[src/hw/rtl/three_level_priority_queue_top_assert.svh]
// three_level_priority_queue_top_assert.svh
// Assertion macros for the priority queue RTL; they expect clk and rst_n in scope.
`ifndef THREE_LEVEL_PRIORITY_QUEUE_TOP_ASSERT_SVH
`define THREE_LEVEL_PRIORITY_QUEUE_TOP_ASSERT_SVH
`ifndef NO_ASSERTIONS
// Same-cycle implication, checked at every rising edge outside reset
`define TLPQ_ASSERT_NOW(lbl, ante, cons) \
    lbl: assert property (@(posedge clk) disable iff (!rst_n) (ante) |-> (cons)) \
        else $error("tlpq: assertion failed");
// Next-cycle implication
`define TLPQ_ASSERT_NEXT(lbl, ante, cons) \
    lbl: assert property (@(posedge clk) disable iff (!rst_n) (ante) |=> (cons)) \
        else $error("tlpq: assertion failed");
`else
`define TLPQ_ASSERT_NOW(lbl, ante, cons)
`define TLPQ_ASSERT_NEXT(lbl, ante, cons)
`endif
`endif

[src/hw/rtl/tlpq_pkg.sv]
// tlpq_pkg.sv
// Types and constants shared by the priority queue controller, datapath and top.
// No dependencies.
`timescale 1ns / 1ps

package tlpq_pkg;

    localparam int PRIO_W = 2;
    localparam int TAG_W  = 8;

    localparam logic [PRIO_W-1:0] PRIO_INVALID = 2'd3;
    localparam logic [PRIO_W-1:0] PRIO_LOW     = 2'd0;
    localparam logic              MODE_READ    = 1'b1;

    // Result status codes
    typedef enum logic [2:0] {
        ST_SENT    = 3'd0,
        ST_READ    = 3'd1,
        ST_FULL    = 3'd2,
        ST_EMPTY   = 3'd3,
        ST_BADPRIO = 3'd4
    } status_t;

    // Datapath operation for one cycle
    typedef enum logic [3:0] {
        OP_NONE,
        OP_LATCH,
        OP_SCAN_CLR,
        OP_SCAN_STEP,
        OP_STORE,
        OP_STORE_FIRST,
        OP_APPEND,
        OP_PUSH_HEAD,
        OP_WALK_START,
        OP_WALK_ADV,
        OP_LINK1,
        OP_LINK2,
        OP_POP,
        OP_OUT_LOAD
    } op_t;

    // Controller states
    typedef enum logic [3:0] {
        S_IDLE,
        S_DECODE,
        S_SCAN,
        S_STORE,
        S_APPEND,
        S_HEADCHK,
        S_WALK,
        S_WALK_WAIT,
        S_LINK1,
        S_LINK2,
        S_RESP
    } state_t;

    // Commands from controller to datapath
    typedef struct packed {
        op_t     op;
        logic    rd_next;
        logic    res_load;
        status_t res_status;
    } cmd_t;

    // Status from datapath to controller
    typedef struct packed {
        logic item_read;
        logic item_prio_bad;
        logic item_prio_zero;
        logic count_zero;
        logic count_full;
        logic scan_free;
        logic scan_last;
        logic prio_below;
        logic walk_at_tail;
        logic out_free;
    } stat_t;

endpackage

[src/hw/rtl/tlpq_ram.sv]
// tlpq_ram.sv
// Generic single-write, single-read RAM with registered read data.
// No dependencies.
`timescale 1ns / 1ps

module tlpq_ram #(
    parameter int WIDTH = 8,
    parameter int DEPTH = 16
) (
    input  logic                     clk,
    input  logic                     we,
    input  logic [$clog2(DEPTH)-1:0] waddr,
    input  logic [WIDTH-1:0]         wdata,
    input  logic [$clog2(DEPTH)-1:0] raddr,
    output logic [WIDTH-1:0]         rdata
);

    logic [WIDTH-1:0] mem [DEPTH];
    logic [WIDTH-1:0] rdata_reg;

    // Write port and registered read port
    always_ff @(posedge clk)
    begin
        if (we)
        begin
            mem[waddr] <= wdata;
        end
        rdata_reg <= mem[raddr];
    end

    assign rdata = rdata_reg;

endmodule

[src/hw/rtl/tlpq_ctrl.sv]
// tlpq_ctrl.sv
// Controller state machine of the priority queue: sequences scan, store, list walk.
// Depends on tlpq_pkg.
`timescale 1ns / 1ps

module tlpq_ctrl (
    input  logic            clk,
    input  logic            rst_n,
    input  logic            in_valid,
    output logic            in_ready,
    input  tlpq_pkg::stat_t stat,
    output tlpq_pkg::cmd_t  cmd
);

    tlpq_pkg::state_t state_reg;
    tlpq_pkg::state_t state_next;

    // State register
    always_ff @(posedge clk or negedge rst_n)
    begin
        if (!rst_n)
        begin
            state_reg <= tlpq_pkg::S_IDLE;
        end
        else
        begin
            state_reg <= state_next;
        end
    end

    // Next state and commands
    always_comb
    begin
        state_next     = state_reg;
        in_ready       = 1'b0;
        cmd.op         = tlpq_pkg::OP_NONE;
        cmd.rd_next    = 1'b0;
        cmd.res_load   = 1'b0;
        cmd.res_status = tlpq_pkg::ST_SENT;

        unique case (state_reg)
            tlpq_pkg::S_IDLE:
            begin
                in_ready = 1'b1;
                if (in_valid)
                begin
                    cmd.op     = tlpq_pkg::OP_LATCH;
                    state_next = tlpq_pkg::S_DECODE;
                end
            end

            tlpq_pkg::S_DECODE:
            begin
                priority if (stat.item_read)
                begin
                    cmd.res_load = 1'b1;
                    state_next   = tlpq_pkg::S_RESP;
                    if (stat.count_zero)
                    begin
                        cmd.res_status = tlpq_pkg::ST_EMPTY;
                    end
                    else
                    begin
                        cmd.op         = tlpq_pkg::OP_POP;
                        cmd.res_status = tlpq_pkg::ST_READ;
                    end
                end
                else if (stat.count_full)
                begin
                    cmd.res_load   = 1'b1;
                    cmd.res_status = tlpq_pkg::ST_FULL;
                    state_next     = tlpq_pkg::S_RESP;
                end
                else if (stat.item_prio_bad)
                begin
                    cmd.res_load   = 1'b1;
                    cmd.res_status = tlpq_pkg::ST_BADPRIO;
                    state_next     = tlpq_pkg::S_RESP;
                end
                else
                begin
                    cmd.op     = tlpq_pkg::OP_SCAN_CLR;
                    state_next = tlpq_pkg::S_SCAN;
                end
            end

            // Look for the lowest free slot, one slot a cycle
            tlpq_pkg::S_SCAN:
            begin
                priority if (stat.scan_free)
                begin
                    cmd.op     = tlpq_pkg::OP_SCAN_STEP;
                    state_next = tlpq_pkg::S_STORE;
                end
                else if (stat.scan_last)
                begin
                    cmd.res_load   = 1'b1;
                    cmd.res_status = tlpq_pkg::ST_FULL;
                    state_next     = tlpq_pkg::S_RESP;
                end
                else
                begin
                    cmd.op = tlpq_pkg::OP_SCAN_STEP;
                end
            end

            tlpq_pkg::S_STORE:
            begin
                priority if (stat.count_zero)
                begin
                    cmd.op         = tlpq_pkg::OP_STORE_FIRST;
                    cmd.res_load   = 1'b1;
                    cmd.res_status = tlpq_pkg::ST_SENT;
                    state_next     = tlpq_pkg::S_RESP;
                end
                else if (stat.item_prio_zero)
                begin
                    cmd.op     = tlpq_pkg::OP_STORE;
                    state_next = tlpq_pkg::S_APPEND;
                end
                else
                begin
                    cmd.op     = tlpq_pkg::OP_STORE;
                    state_next = tlpq_pkg::S_HEADCHK;
                end
            end

            tlpq_pkg::S_APPEND:
            begin
                cmd.op         = tlpq_pkg::OP_APPEND;
                cmd.res_load   = 1'b1;
                cmd.res_status = tlpq_pkg::ST_SENT;
                state_next     = tlpq_pkg::S_RESP;
            end

            tlpq_pkg::S_HEADCHK:
            begin
                if (stat.prio_below)
                begin
                    cmd.op         = tlpq_pkg::OP_PUSH_HEAD;
                    cmd.res_load   = 1'b1;
                    cmd.res_status = tlpq_pkg::ST_SENT;
                    state_next     = tlpq_pkg::S_RESP;
                end
                else
                begin
                    cmd.op     = tlpq_pkg::OP_WALK_START;
                    state_next = tlpq_pkg::S_WALK;
                end
            end

            // Stop at the tail, else fetch the successor
            tlpq_pkg::S_WALK:
            begin
                if (stat.walk_at_tail)
                begin
                    state_next = tlpq_pkg::S_LINK1;
                end
                else
                begin
                    cmd.rd_next = 1'b1;
                    state_next  = tlpq_pkg::S_WALK_WAIT;
                end
            end

            tlpq_pkg::S_WALK_WAIT:
            begin
                if (stat.prio_below)
                begin
                    state_next = tlpq_pkg::S_LINK1;
                end
                else
                begin
                    cmd.op     = tlpq_pkg::OP_WALK_ADV;
                    state_next = tlpq_pkg::S_WALK;
                end
            end

            tlpq_pkg::S_LINK1:
            begin
                cmd.op     = tlpq_pkg::OP_LINK1;
                state_next = tlpq_pkg::S_LINK2;
            end

            tlpq_pkg::S_LINK2:
            begin
                cmd.op         = tlpq_pkg::OP_LINK2;
                cmd.res_load   = 1'b1;
                cmd.res_status = tlpq_pkg::ST_SENT;
                state_next     = tlpq_pkg::S_RESP;
            end

            // Hand the result to the output register once it is free
            tlpq_pkg::S_RESP:
            begin
                if (stat.out_free)
                begin
                    cmd.op     = tlpq_pkg::OP_OUT_LOAD;
                    state_next = tlpq_pkg::S_IDLE;
                end
            end

            default:
            begin
                state_next = tlpq_pkg::S_IDLE;
            end
        endcase
    end

endmodule

[src/hw/rtl/tlpq_dp.sv]
// tlpq_dp.sv
// Datapath of the priority queue: slot RAMs, used bits, list pointers, output register.
// Depends on tlpq_pkg, tlpq_ram and the assertion macro header.
`timescale 1ns / 1ps
`include "three_level_priority_queue_top_assert.svh"

module tlpq_dp #(
    parameter int SLOTS      = 16,
    parameter int DATA_WIDTH = 32
) (
    input  logic                            clk,
    input  logic                            rst_n,
    input  tlpq_pkg::cmd_t                  cmd,
    output tlpq_pkg::stat_t                 stat,
    input  logic                            in_mode,
    input  logic [tlpq_pkg::PRIO_W-1:0]     in_priority_req,
    input  logic [tlpq_pkg::TAG_W-1:0]      in_producer_tag,
    input  logic [DATA_WIDTH-1:0]           in_payload,
    output logic                            out_valid,
    input  logic                            out_ready,
    output tlpq_pkg::status_t               out_status,
    output logic [$clog2(SLOTS+1)-1:0]      out_queued_count,
    output logic [tlpq_pkg::PRIO_W-1:0]     out_priority,
    output logic [tlpq_pkg::TAG_W-1:0]      out_producer_tag,
    output logic [DATA_WIDTH-1:0]           out_payload
);

    localparam int IW = $clog2(SLOTS);
    localparam int CW = $clog2(SLOTS + 1);
    localparam int PW = tlpq_pkg::PRIO_W;
    localparam int TW = tlpq_pkg::TAG_W;
    localparam int DW = TW + DATA_WIDTH;

    // Latched item
    logic                 item_read_reg, item_read_next;
    logic [PW-1:0]        item_prio_reg, item_prio_next;
    logic [TW-1:0]        item_tag_reg, item_tag_next;
    logic [DATA_WIDTH-1:0] item_payload_reg, item_payload_next;

    // List control
    logic [IW-1:0]  scan_idx_reg, scan_idx_next;
    logic [IW-1:0]  slot_reg, slot_next;
    logic [IW-1:0]  walk_reg, walk_next;
    logic [IW-1:0]  walk_link_reg, walk_link_next;
    logic [IW-1:0]  head_reg, head_next;
    logic [IW-1:0]  tail_reg, tail_next;
    logic [CW-1:0]  count_reg, count_next;
    logic [SLOTS-1:0] used_reg, used_next;

    // Result and output register
    tlpq_pkg::status_t     res_status_reg, res_status_next;
    logic [PW-1:0]         res_prio_reg, res_prio_next;
    logic [TW-1:0]         res_tag_reg, res_tag_next;
    logic [DATA_WIDTH-1:0] res_payload_reg, res_payload_next;
    logic                  out_valid_reg, out_valid_next;
    tlpq_pkg::status_t     out_status_reg, out_status_next;
    logic [CW-1:0]         out_count_reg, out_count_next;
    logic [PW-1:0]         out_prio_reg, out_prio_next;
    logic [TW-1:0]         out_tag_reg, out_tag_next;
    logic [DATA_WIDTH-1:0] out_payload_reg, out_payload_next;

    // RAM ports
    logic          p_we, l_we, d_we;
    logic [IW-1:0] l_waddr, pl_raddr;
    logic [IW-1:0] l_wdata;
    logic [PW-1:0] p_rdata;
    logic [IW-1:0] l_rdata;
    logic [DW-1:0] d_rdata;

    // Slot priority, link and message stores
    tlpq_ram #(.WIDTH(PW), .DEPTH(SLOTS)) u_prio_ram (
        .clk   (clk),
        .we    (p_we),
        .waddr (slot_reg),
        .wdata (item_prio_reg),
        .raddr (pl_raddr),
        .rdata (p_rdata)
    );

    tlpq_ram #(.WIDTH(IW), .DEPTH(SLOTS)) u_link_ram (
        .clk   (clk),
        .we    (l_we),
        .waddr (l_waddr),
        .wdata (l_wdata),
        .raddr (pl_raddr),
        .rdata (l_rdata)
    );

    tlpq_ram #(.WIDTH(DW), .DEPTH(SLOTS)) u_data_ram (
        .clk   (clk),
        .we    (d_we),
        .waddr (slot_reg),
        .wdata ({item_tag_reg, item_payload_reg}),
        .raddr (head_reg),
        .rdata (d_rdata)
    );

    // Read the head unless the walk fetches a successor
    assign pl_raddr = cmd.rd_next ? walk_link_reg : head_reg;
    assign p_we     = (cmd.op == tlpq_pkg::OP_STORE) || (cmd.op == tlpq_pkg::OP_STORE_FIRST);
    assign d_we     = p_we;

    // Link write port selection
    always_comb
    begin
        l_we    = 1'b0;
        l_waddr = slot_reg;
        l_wdata = '0;
        unique case (cmd.op)
            tlpq_pkg::OP_STORE, tlpq_pkg::OP_STORE_FIRST:
            begin
                l_we = 1'b1;
            end
            tlpq_pkg::OP_APPEND:
            begin
                l_we    = 1'b1;
                l_waddr = tail_reg;
                l_wdata = slot_reg;
            end
            tlpq_pkg::OP_PUSH_HEAD:
            begin
                l_we    = 1'b1;
                l_wdata = head_reg;
            end
            tlpq_pkg::OP_LINK1:
            begin
                l_we    = 1'b1;
                l_wdata = walk_link_reg;
            end
            tlpq_pkg::OP_LINK2:
            begin
                l_we    = 1'b1;
                l_waddr = walk_reg;
                l_wdata = slot_reg;
            end
            default:
            begin
                l_we = 1'b0;
            end
        endcase
    end

    // Status toward the controller
    always_comb
    begin
        stat.item_read      = (item_read_reg == tlpq_pkg::MODE_READ);
        stat.item_prio_bad  = (item_prio_reg == tlpq_pkg::PRIO_INVALID);
        stat.item_prio_zero = (item_prio_reg == tlpq_pkg::PRIO_LOW);
        stat.count_zero     = (count_reg == '0);
        stat.count_full     = (count_reg >= CW'(SLOTS));
        stat.scan_free      = !used_reg[scan_idx_reg];
        stat.scan_last      = (scan_idx_reg == IW'(SLOTS - 1));
        stat.prio_below     = (p_rdata < item_prio_reg);
        stat.walk_at_tail   = (walk_reg == tail_reg);
        stat.out_free       = !out_valid_reg || out_ready;
    end

    // Next values of item, list and result registers
    always_comb
    begin
        item_read_next    = item_read_reg;
        item_prio_next    = item_prio_reg;
        item_tag_next     = item_tag_reg;
        item_payload_next = item_payload_reg;
        scan_idx_next     = scan_idx_reg;
        slot_next         = slot_reg;
        walk_next         = walk_reg;
        walk_link_next    = walk_link_reg;
        head_next         = head_reg;
        tail_next         = tail_reg;
        count_next        = count_reg;
        used_next         = used_reg;
        res_status_next   = res_status_reg;
        res_prio_next     = res_prio_reg;
        res_tag_next      = res_tag_reg;
        res_payload_next  = res_payload_reg;
        out_status_next   = out_status_reg;
        out_count_next    = out_count_reg;
        out_prio_next     = out_prio_reg;
        out_tag_next      = out_tag_reg;
        out_payload_next  = out_payload_reg;
        out_valid_next    = out_valid_reg && !out_ready;

        // Result status; message fields read as zero unless a read
        if (cmd.res_load)
        begin
            res_status_next  = cmd.res_status;
            res_prio_next    = '0;
            res_tag_next     = '0;
            res_payload_next = '0;
        end

        unique case (cmd.op)
            tlpq_pkg::OP_LATCH:
            begin
                item_read_next    = in_mode;
                item_prio_next    = in_priority_req;
                item_tag_next     = in_producer_tag;
                item_payload_next = in_payload;
            end
            tlpq_pkg::OP_SCAN_CLR:
            begin
                scan_idx_next = '0;
            end
            tlpq_pkg::OP_SCAN_STEP:
            begin
                if (!used_reg[scan_idx_reg])
                begin
                    slot_next = scan_idx_reg;
                end
                else
                begin
                    scan_idx_next = scan_idx_reg + 1'b1;
                end
            end
            tlpq_pkg::OP_STORE:
            begin
                used_next[slot_reg] = 1'b1;
            end
            tlpq_pkg::OP_STORE_FIRST:
            begin
                used_next[slot_reg] = 1'b1;
                head_next           = slot_reg;
                tail_next           = slot_reg;
                count_next          = count_reg + 1'b1;
            end
            tlpq_pkg::OP_APPEND:
            begin
                tail_next  = slot_reg;
                count_next = count_reg + 1'b1;
            end
            tlpq_pkg::OP_PUSH_HEAD:
            begin
                head_next  = slot_reg;
                count_next = count_reg + 1'b1;
            end
            tlpq_pkg::OP_WALK_START:
            begin
                walk_next      = head_reg;
                walk_link_next = l_rdata;
            end
            tlpq_pkg::OP_WALK_ADV:
            begin
                walk_next      = walk_link_reg;
                walk_link_next = l_rdata;
            end
            tlpq_pkg::OP_LINK1:
            begin
                if (walk_reg == tail_reg)
                begin
                    tail_next = slot_reg;
                end
            end
            tlpq_pkg::OP_LINK2:
            begin
                count_next = count_reg + 1'b1;
            end
            tlpq_pkg::OP_POP:
            begin
                used_next[head_reg] = 1'b0;
                head_next           = l_rdata;
                count_next          = count_reg - 1'b1;
                res_prio_next       = p_rdata;
                res_tag_next        = d_rdata[DW-1 -: TW];
                res_payload_next    = d_rdata[DATA_WIDTH-1:0];
            end
            tlpq_pkg::OP_OUT_LOAD:
            begin
                out_valid_next   = 1'b1;
                out_status_next  = res_status_reg;
                out_count_next   = count_reg;
                out_prio_next    = res_prio_reg;
                out_tag_next     = res_tag_reg;
                out_payload_next = res_payload_reg;
            end
            default:
            begin
                scan_idx_next = scan_idx_reg;
            end
        endcase
    end

    // Control registers
    always_ff @(posedge clk or negedge rst_n)
    begin
        if (!rst_n)
        begin
            scan_idx_reg  <= '0;
            head_reg      <= '0;
            tail_reg      <= '0;
            count_reg     <= '0;
            used_reg      <= '0;
            out_valid_reg <= 1'b0;
        end
        else
        begin
            scan_idx_reg  <= scan_idx_next;
            head_reg      <= head_next;
            tail_reg      <= tail_next;
            count_reg     <= count_next;
            used_reg      <= used_next;
            out_valid_reg <= out_valid_next;
        end
    end

    // Payload registers
    always_ff @(posedge clk)
    begin
        item_read_reg    <= item_read_next;
        item_prio_reg    <= item_prio_next;
        item_tag_reg     <= item_tag_next;
        item_payload_reg <= item_payload_next;
        slot_reg         <= slot_next;
        walk_reg         <= walk_next;
        walk_link_reg    <= walk_link_next;
        res_status_reg   <= res_status_next;
        res_prio_reg     <= res_prio_next;
        res_tag_reg      <= res_tag_next;
        res_payload_reg  <= res_payload_next;
        out_status_reg   <= out_status_next;
        out_count_reg    <= out_count_next;
        out_prio_reg     <= out_prio_next;
        out_tag_reg      <= out_tag_next;
        out_payload_reg  <= out_payload_next;
    end

    assign out_valid        = out_valid_reg;
    assign out_status       = out_status_reg;
    assign out_queued_count = out_count_reg;
    assign out_priority     = out_prio_reg;
    assign out_producer_tag = out_tag_reg;
    assign out_payload      = out_payload_reg;

    // Checks
    `TLPQ_ASSERT_NOW(a_count_range, 1'b1, count_reg <= CW'(SLOTS))
    `TLPQ_ASSERT_NOW(a_used_matches_count, cmd.op == tlpq_pkg::OP_OUT_LOAD, $countones(used_reg) == count_reg)
    `TLPQ_ASSERT_NOW(a_store_free_slot, p_we, !used_reg[slot_reg])
    `TLPQ_ASSERT_NEXT(a_pop_count, cmd.op == tlpq_pkg::OP_POP, count_reg == $past(count_reg) - CW'(1))

endmodule

[src/hw/rtl/three_level_priority_queue_top.sv]
// Three-level priority message queue: stream in, one result beat per input beat.
// From accept to result valid: a read or a rejected send goes straight to the result; a send
// scans for the lowest free slot, stores, then appends at level 0, pushes at the head, or walks
// the list link by link and splices the item in; the scan and the walk set the longest case.
// A new beat is taken once the last result is loaded; one waiting result does not block it.
// Reset: rst_n asynchronous, active low; clears used bits and pointers, no clearing pass.
`timescale 1ns / 1ps

module three_level_priority_queue_top #(
    parameter int SLOTS      = 16,
    parameter int DATA_WIDTH = 32
) (
    input  logic clk,
    input  logic rst_n,
    input  logic s_axis_tvalid,
    output logic s_axis_tready,
    // priority_req[1:0], producer_tag[9:2], payload, zero fill to bytes
    input  logic [((tlpq_pkg::PRIO_W + tlpq_pkg::TAG_W + DATA_WIDTH + 7) / 8) * 8 - 1:0]
                 s_axis_tdata,
    // mode
    input  logic s_axis_tuser,
    output logic m_axis_tvalid,
    input  logic m_axis_tready,
    // queued_count, out_priority, out_producer_tag, out_payload, zero fill to bytes
    output logic [(($clog2(SLOTS + 1) + tlpq_pkg::PRIO_W + tlpq_pkg::TAG_W + DATA_WIDTH + 7)
                   / 8) * 8 - 1:0] m_axis_tdata,
    // status
    output logic [2:0] m_axis_tuser
);

    localparam int CW    = $clog2(SLOTS + 1);
    localparam int PW    = tlpq_pkg::PRIO_W;
    localparam int TW    = tlpq_pkg::TAG_W;
    localparam int OUT_W = ((CW + PW + TW + DATA_WIDTH + 7) / 8) * 8;

    tlpq_pkg::cmd_t    cmd;
    tlpq_pkg::stat_t   stat;
    tlpq_pkg::status_t out_status;
    logic [CW-1:0]         out_count;
    logic [PW-1:0]         out_prio;
    logic [TW-1:0]         out_tag;
    logic [DATA_WIDTH-1:0] out_payload;

    tlpq_ctrl u_ctrl (
        .clk      (clk),
        .rst_n    (rst_n),
        .in_valid (s_axis_tvalid),
        .in_ready (s_axis_tready),
        .stat     (stat),
        .cmd      (cmd)
    );

    tlpq_dp #(
        .SLOTS      (SLOTS),
        .DATA_WIDTH (DATA_WIDTH)
    ) u_dp (
        .clk              (clk),
        .rst_n            (rst_n),
        .cmd              (cmd),
        .stat             (stat),
        .in_mode          (s_axis_tuser),
        .in_priority_req  (s_axis_tdata[PW-1:0]),
        .in_producer_tag  (s_axis_tdata[PW +: TW]),
        .in_payload       (s_axis_tdata[PW + TW +: DATA_WIDTH]),
        .out_valid        (m_axis_tvalid),
        .out_ready        (m_axis_tready),
        .out_status       (out_status),
        .out_queued_count (out_count),
        .out_priority     (out_prio),
        .out_producer_tag (out_tag),
        .out_payload      (out_payload)
    );

    // Pack the result beat
    assign m_axis_tdata = OUT_W'({out_payload, out_tag, out_prio, out_count});
    assign m_axis_tuser = out_status;

endmodule
[config.mk]
export PLATFORM = sky130hd
export DESIGN_NAME = three_level_priority_queue_top
export DESIGN_NICKNAME = d
export VERILOG_FILES = /design/src/hw/rtl/tlpq_pkg.sv /design/src/hw/rtl/tlpq_ram.sv /design/src/hw/rtl/tlpq_ctrl.sv /design/src/hw/rtl/tlpq_dp.sv /design/src/hw/rtl/three_level_priority_queue_top.sv
export VERILOG_INCLUDE_DIRS = /design/src /design/src/hw/rtl
export SDC_FILE = /design/constraint.sdc
export NUM_CORES = 1
export LEC_CHECK = 0
export CORE_AREA = 4 4 252 254
export CTS_CLUSTER_DIAMETER = 30
export DETAILED_ROUTE_END_ITERATION = 8
export DIE_AREA = 0 0 256 258
export DONT_BUFFER_PORTS = 1
export PLACE_DENSITY = 0.84
export SLEW_MARGIN = 20
export SYNTH_ARGS = -nofsm -noshare
export SYNTH_HDL_FRONTEND = slang
export SYNTH_SLANG_ARGS = --single-unit
[constraint.sdc]
create_clock -name clk -period 10.2 [get_ports clk]
set_input_delay 1.02 -clock clk [delete_from_list [all_inputs] [get_ports clk]]
set_output_delay 1.02 -clock clk [all_outputs]
set_load 0.05 [all_outputs]
## After elaboration in Yosys (flattened, before gate mapping)

Memory sizes are Yosys's and may differ from the RTL's. A register that Yosys moved wholly into a read port is not among the register bits.
Cells that the tools add are included.

- Bits in writable memories: 736
- Logic and storage cells: 166
- Register bits after elaboration: 188
- Memories: 3
- Input bits: 53

Memory list:

| name | words | width | read ports | clocked after memory_dff | wr ports | line | source |
|---|---|---|---|---|---|---|---|
| u_dp.u_data_ram.mem | 16 | 40 | 1 | 1 | 1 | tlpq_ram.sv:18 | `logic [WIDTH-1:0] mem [DEPTH];` |
| u_dp.u_link_ram.mem | 16 | 4 | 1 | 1 | 1 | tlpq_ram.sv:18 |  |
| u_dp.u_prio_ram.mem | 16 | 2 | 1 | 1 | 1 | tlpq_ram.sv:18 |  |

- Mux-type cells: 66
- Bitwise logic cells: 4
- Equality and inequality tests: 31
- $add $sub $neg: 3
- Reduce and logical (&&, ||, !) cells: 29
- Order comparisons: 7

Operators by type and width:

| operator | number |
|---|---|
| $mux 4 | 28 |
| $pmux 4 s10 | 2 |
| $mux 32 | 2 |
| $eq 4x4->1 const B | 10 |
| $pmux 4 s2 | 5 |
| $eq 4x3->1 const B | 8 |
| $pmux 16 s2 | 1 |
| $pmux 4 s5 | 1 |
| $and 16x16->16 | 1 |
| $eq 4x2->1 const B | 4 |
| $mux 8 | 2 |
| $not 16->16 | 1 |
| $or 16x16->16 | 1 |
| $lt 4x5->1 const B | 3 |
| $mux 1 | 15 |
| $reduce_bool 2->1 | 7 |
| $pmux 4 s3 | 1 |
| $reduce_or 2->1 | 6 |
| $mux 2 | 5 |
| $pmux 5 s2 | 1 |
| $demux 1 s4 | 2 |
| $eq 4x1->1 const B | 2 |
| $ge 4x1->1 const B | 2 |
| $ne 2x2->1 const B | 3 |
| other kinds (21) | 27 |

## Depth between registers and ports, before layout

- Word-level depth: 10
- Depth in mapped cells: 13
- Depth with buffers taken out: 10

## By module

A second synthesis with hierarchy kept.

- Cell total of the unflattened synthesis: 1790
- Area, all modules: 36805.3 um2

By module, submodules not included:

| module | seq. area each (um2) | area each (um2) | times used | cells each |
|---|---|---|---|---|
| tlpq_ram at u_dp.u_data_ram | 20019.2 | 25131.6 | 1 | 1040 |
| tlpq_dp | 5355.1 | 6967.9 | 1 | 443 |
| tlpq_ram at u_dp.u_link_ram | 2001.9 | 2666.3 | 1 | 130 |
| tlpq_ram at u_dp.u_prio_ram | 1001.0 | 1380.1 | 1 | 78 |
| tlpq_ctrl | 100.1 | 648.1 | 1 | 97 |
| three_level_priority_queue_top | 0.0 | 11.3 | 1 | 2 |

## Least setup slack after synthesis

No wires, ideal clock.

- Path kind: reg-to-reg
- Start: register u_ctrl.state_reg[0]
- End: memory u_dp.u_data_ram.mem[0][0] (netlist name) (enable)
- Stages on the path, launching flop included: 6
- Library setup time: 0.496 ns
- Path slack: 5.045 ns
- Data required time: 9.704 ns
- Arrival time: 4.659 ns
- Path through: dfrtp_1 buf_2 inv_1 nor4_2 or3b_2 nor3_1

- Longest elaborated chain between the ends: 6
- Elaborated cells on any way between the ends: 16
- Classes of those cells: eq/ne (11); mux (3); reduce/logical (2)

Ends and longest elaborated chain:

| what | line | source |
|---|---|---|
| start: declaration | tlpq_ctrl.sv:15 | `tlpq_pkg::state_t state_reg;` |
| start signal: assignment | tlpq_ctrl.sv:23 | `state_reg <= tlpq_pkg::S_IDLE;` |
| start signal: assignment | tlpq_ctrl.sv:27 | `state_reg <= state_next;` |
| $eq 4x4->1 (tied with other cells) | tlpq_ctrl.sv:41 | `unique case (state_reg)` |
| $pmux 4 s10 (*) | tlpq_ctrl.sv:41 |  |
| $eq 4x3->1 | tlpq_dp.sv:100 | `assign p_we = (cmd.op == tlpq_pkg::OP_STORE) \|\| (cmd.op == tlpq_pkg::OP_STORE_FIRST);` |
| $logic_or 1x1->1 (*) | tlpq_dp.sv:100 |  |
| $mux 1 (*) | tlpq_ram.sv:24 | `if (we)` |
| $mux 1 (not written as such) (*) | tlpq_ram.sv:26 | `mem[waddr] <= wdata;` |
| end: declaration | tlpq_ram.sv:18 |  |

Every way passes the cells marked *; elsewhere a longest branch is shown, timed or not.

## Worst setup path in the final report

- Start: register u_ctrl.state_reg[1]
- End: memory u_dp.u_data_ram.mem[13][12] (netlist name) (enable)

The elaborated chain is that of the path after synthesis.

==> metrics.md <==
| Metric | Value |
|---|---|
| Status | `finished clean` |
| Crit-path max FO | `27` |
| Largest net degree at the start of global routing | `78` |
| Clock sink total | `970` |
| Routed Antenna Nets | `0` |
| Final hold vios | `0` |
| Yosys cell types | `68` |
| Slew margin rel. | `0.252` |
| PortBufs | `0` |
| Unrepaired setup endpoints after global routing | `false` |
| Peak Freq | `~0.23 GHz` |
| Clock slew at reported path FFs | `0.06 ns` |
| Data required, critical path | `about 11 ns` |
| Max Buffers Root-to-Sink | `3` |
| Nets | `between 1,500 and 2,000` |
| Post-layout util | `0.690` |
| Worst skew pair latency | `0.73 ns` |
| Site row count | `between 90 and 100` |
| Grt met2 use | `0.471` |
| Layout cells sized above 1 | `0.291` |
| EDFF count, synth | `between 800 and 900` |
| Synth Area in Adders | `0.00227` |
| Crit end category | `flip-flop` |
| Max-capacitance violation count | `0` |
| Leak pwr | `between 0.01 and 0.015 uW` |
| Hold Path Class | `in2async` |
| Largest register FFs | `640` |
| Fin. max-slew vios | `0` |
| Number of detailed-route iterations in the first pass | `8` |
| Synth Flop Type | `edfxtp_1` |
| Clk_skew | `about 0.037 ns` |
| Xor/xnor share of the synthesized area | `0.00217` |
| Iteration-0 DRC Markers | `between 2,000 and 3,000` |
| Cell Pwr Density | `~300 mW/mm2` |
| Simple-Gate Fraction of Synth Area | `0.0333` |
| Vias in the first global route | `about 20,000` |
| Area of the die | `0.0660 mm2` |
| Via count | `between 15,000 and 20,000` |
| CP Launch Type | `flip-flop` |
| Arrival @ worst endpoint | `about 4.8 ns` |
| Clk root buf | `clkbuf_16` |
| Routed vias/inst | `around 7.0` |
| Die outline height | `~260 um` |
| Minimum clock period | `4.43 ns` |
| First-pass GRT wire length | `between 100,000 and 150,000 um` |
| Setup violators final | `0` |
| Met1 usage in global routing | `0.366` |
| Core area | `about 0.06 mm2` |
| Sequential fraction of the synthesis area | `0.784` |
| Htree depth | `4` |
| Mapped cell area | `about 0.036 mm2` |
| Setup TNS Final | `0 ns` |
| Combinational family with the most area after synthesis | `multiplexers` |
| Yosys Warn Count | `0` |
| GP Congestion | `between 0.8 and 0.9` |
| Met3 Track Usage GR | `0.0659` |
| Mapped Nets | `roughly 1,700` |
| Residual DRC | `0` |
| Wire per inst | `33.8 um` |
| Cells after Synth | `1,683` |
| Setup bufs post-CTS | `0` |
| Mux contribution to synthesized area | `0.146` |
| Synth Area per Inst | `about 22 um2` |
| R2R Setup Slk | `roughly 5.8 ns` |
| Ys async rst share | `0.0392` |
| Io pins | `around 110` |
| TritonCTS clock tree | `built` |
| Critical path class | `reg2reg` |
| CTS buffer count | `roughly 150` |
| GRT overflow | `0` |
| Initial Util | `0.593` |
| Area delta synth->final | `16.5%` |
| #FFs+latches synth | `a little under 1,000` |
| Detailed placement HPWL | `~41,000 um` |
| Post-synthesis compound-gate area fraction | `0.0229` |
| Period utilization | `0.434` |
| Die X | `~260 um` |
| Initial antenna violation count | `6` |
| WL final | `91,600 um` |
| Top Usage Layer GRT | `met2` |
| Slew @ Worst Pin | `~1.1 ns` |
| Global-route usage over all layers | `0.282` |
| VDD IR max | `0.000197 V` |
==> worst max-delay path: stages (launching register included) <==
cell      delay (ns)
dfrtp_1         0.72
inv_1           0.24
nor4_4          0.95
nand3b_1        0.59
nor2_4          0.91
buf_4           0.62
==> power breakdown <==
part / leakage [uW] / switching (uW) / internal (uW)
registers: 0.00889 / 567 / 5020
clock network: 0.00233 / 1900 / 2990
logic: 0.00272 / 1380 / 1170
==> cell type report <==
| cell class | instances | area (um2) |
|---|---|---|
| sequential | 970 | 28500 |
| fill | 3371 | 19000 |
| multi-input combinational | 625 | 7650 |
| clock buffer | 176 | 3880 |
| tap | 790 | 988 |
| clock inverter | 92 | 946 |
| timing repair buffer | 32 | 260 |
| inverter | 17 | 63.8 |
| antenna | 5 | 12.5 |
==> timing repair <==
item / CTS / global route
hold endpoints to repair: 38 / 0
hold buffers: 1 / 0
gates resized for setup: 0 / 0
==> cell families (layout without fill, tap and decap cells) <==
group / count (synthesis) / count (layout)
buf+inv: 88 / 317
simple gates: 226 / 226
other cells: 1 / 6
compound gates: 117 / 117
fa+ha+maj: 6 / 6
flops: 970 / 970
mux: 266 / 266
xor+xnor: 9 / 9
==> placed cells by master, fill, tap and decap left out, types with 9 or more instances in the layout <==
master,count
edfxtp_1,886
mux4_2,205
clkbuf_16,149
nor2_1,59
dfxtp_1,46
mux2_2,45
and2_1,45
dfrtp_1,34
a21oi_1,30
buf_4,29
nand2_1,25
clkbuf_1,22
nand2b_1,20
inv_6,18
clkinv_2,18
a22oi_1,16
inv_1,15
mux2i_1,15
o21ai_0,14
clkinvlp_4,14
nor2_4,13
o211ai_1,13
clkinv_4,13
nor2b_1,9
bufinv_16,9
clkinv_1,9
==> worst paths after layout <==
path                                         start                          end  depth (start not counted)
hold / removal                               rst_n             u_dp.used_reg[4]                          1
setup / recovery               u_ctrl.state_reg[1]  u_dp.u_data_ram.mem[13][12]                          5
setup reg to reg               u_ctrl.state_reg[1]  u_dp.u_data_ram.mem[13][12]                          5
max in group asynchronous                    rst_n             u_dp.head_reg[0]                          1
min in group clk                   s_axis_tdata[6]         u_dp.item_tag_reg[4]                          0
hold reg to reg            u_dp.res_payload_reg[2]          u_dp.out_payload[2]                          0
==> through the flow <==
step | std cells | instance area, um2 | total power (uW) | hold WS (ns) | setup slack (ns)
2_1_floorplan | 1683 | 36300 | 7290 | 0.400 | 5.05
3_3_place_gp | 2433 | 37400 | 7900 | 0.405 | 6.15
3_5_place_dp | 2433 | 37400 | 8050 | 0.405 | 6.04
4_1_cts | 2702 | 42300 | 13100 | 0.107 | 5.95
5_1_grt | 2704 | 42300 | 13500 | 0.129 | 5.67
6_report | 2707 | 42300 | 13000 | 0.145 | 5.77
==> synth_stat cells (3+ instances only) <==
library cell,instances,area [um2]
o211ai_1,13,97.6
mux2_2,45,507
nand3_1,7,35.0
a222oi_1,4,40.0
and2_1,45,282
mux2i_1,16,160
a221o_1,5,50.1
nor2_1,72,270
nor4_1,4,25.0
nor3_1,10,50.1
nor3b_1,3,22.5
buf_2,7,35.0
edfxtp_1,886,26600
nand3b_1,3,22.5
a22oi_1,16,120
o21ai_0,14,70.1
ha_1,5,62.6
xor2_1,5,43.8
a21oi_1,30,150
dfrtp_1,38,951
clkbuf_1,45,169
dfxtp_1,46,921
nand2b_1,21,131
inv_1,17,63.8
nand2_1,25,93.8
xnor2_1,4,35.0
and3_1,8,50.1
a2111oi_0,8,70.1
mux4_2,205,4620
a21o_1,3,22.5
buf_1,17,63.8
o22ai_1,5,31.3
nor2b_1,9,56.3
==> per-layer routing <==
metal,up-vias,share of wire
li1,7220,-
met1,9657,0.35
met2,1623,0.51
met3,349,0.11
met4,6,0.042
met5,-,0.00047
Power figures use the tool's default switching activity.
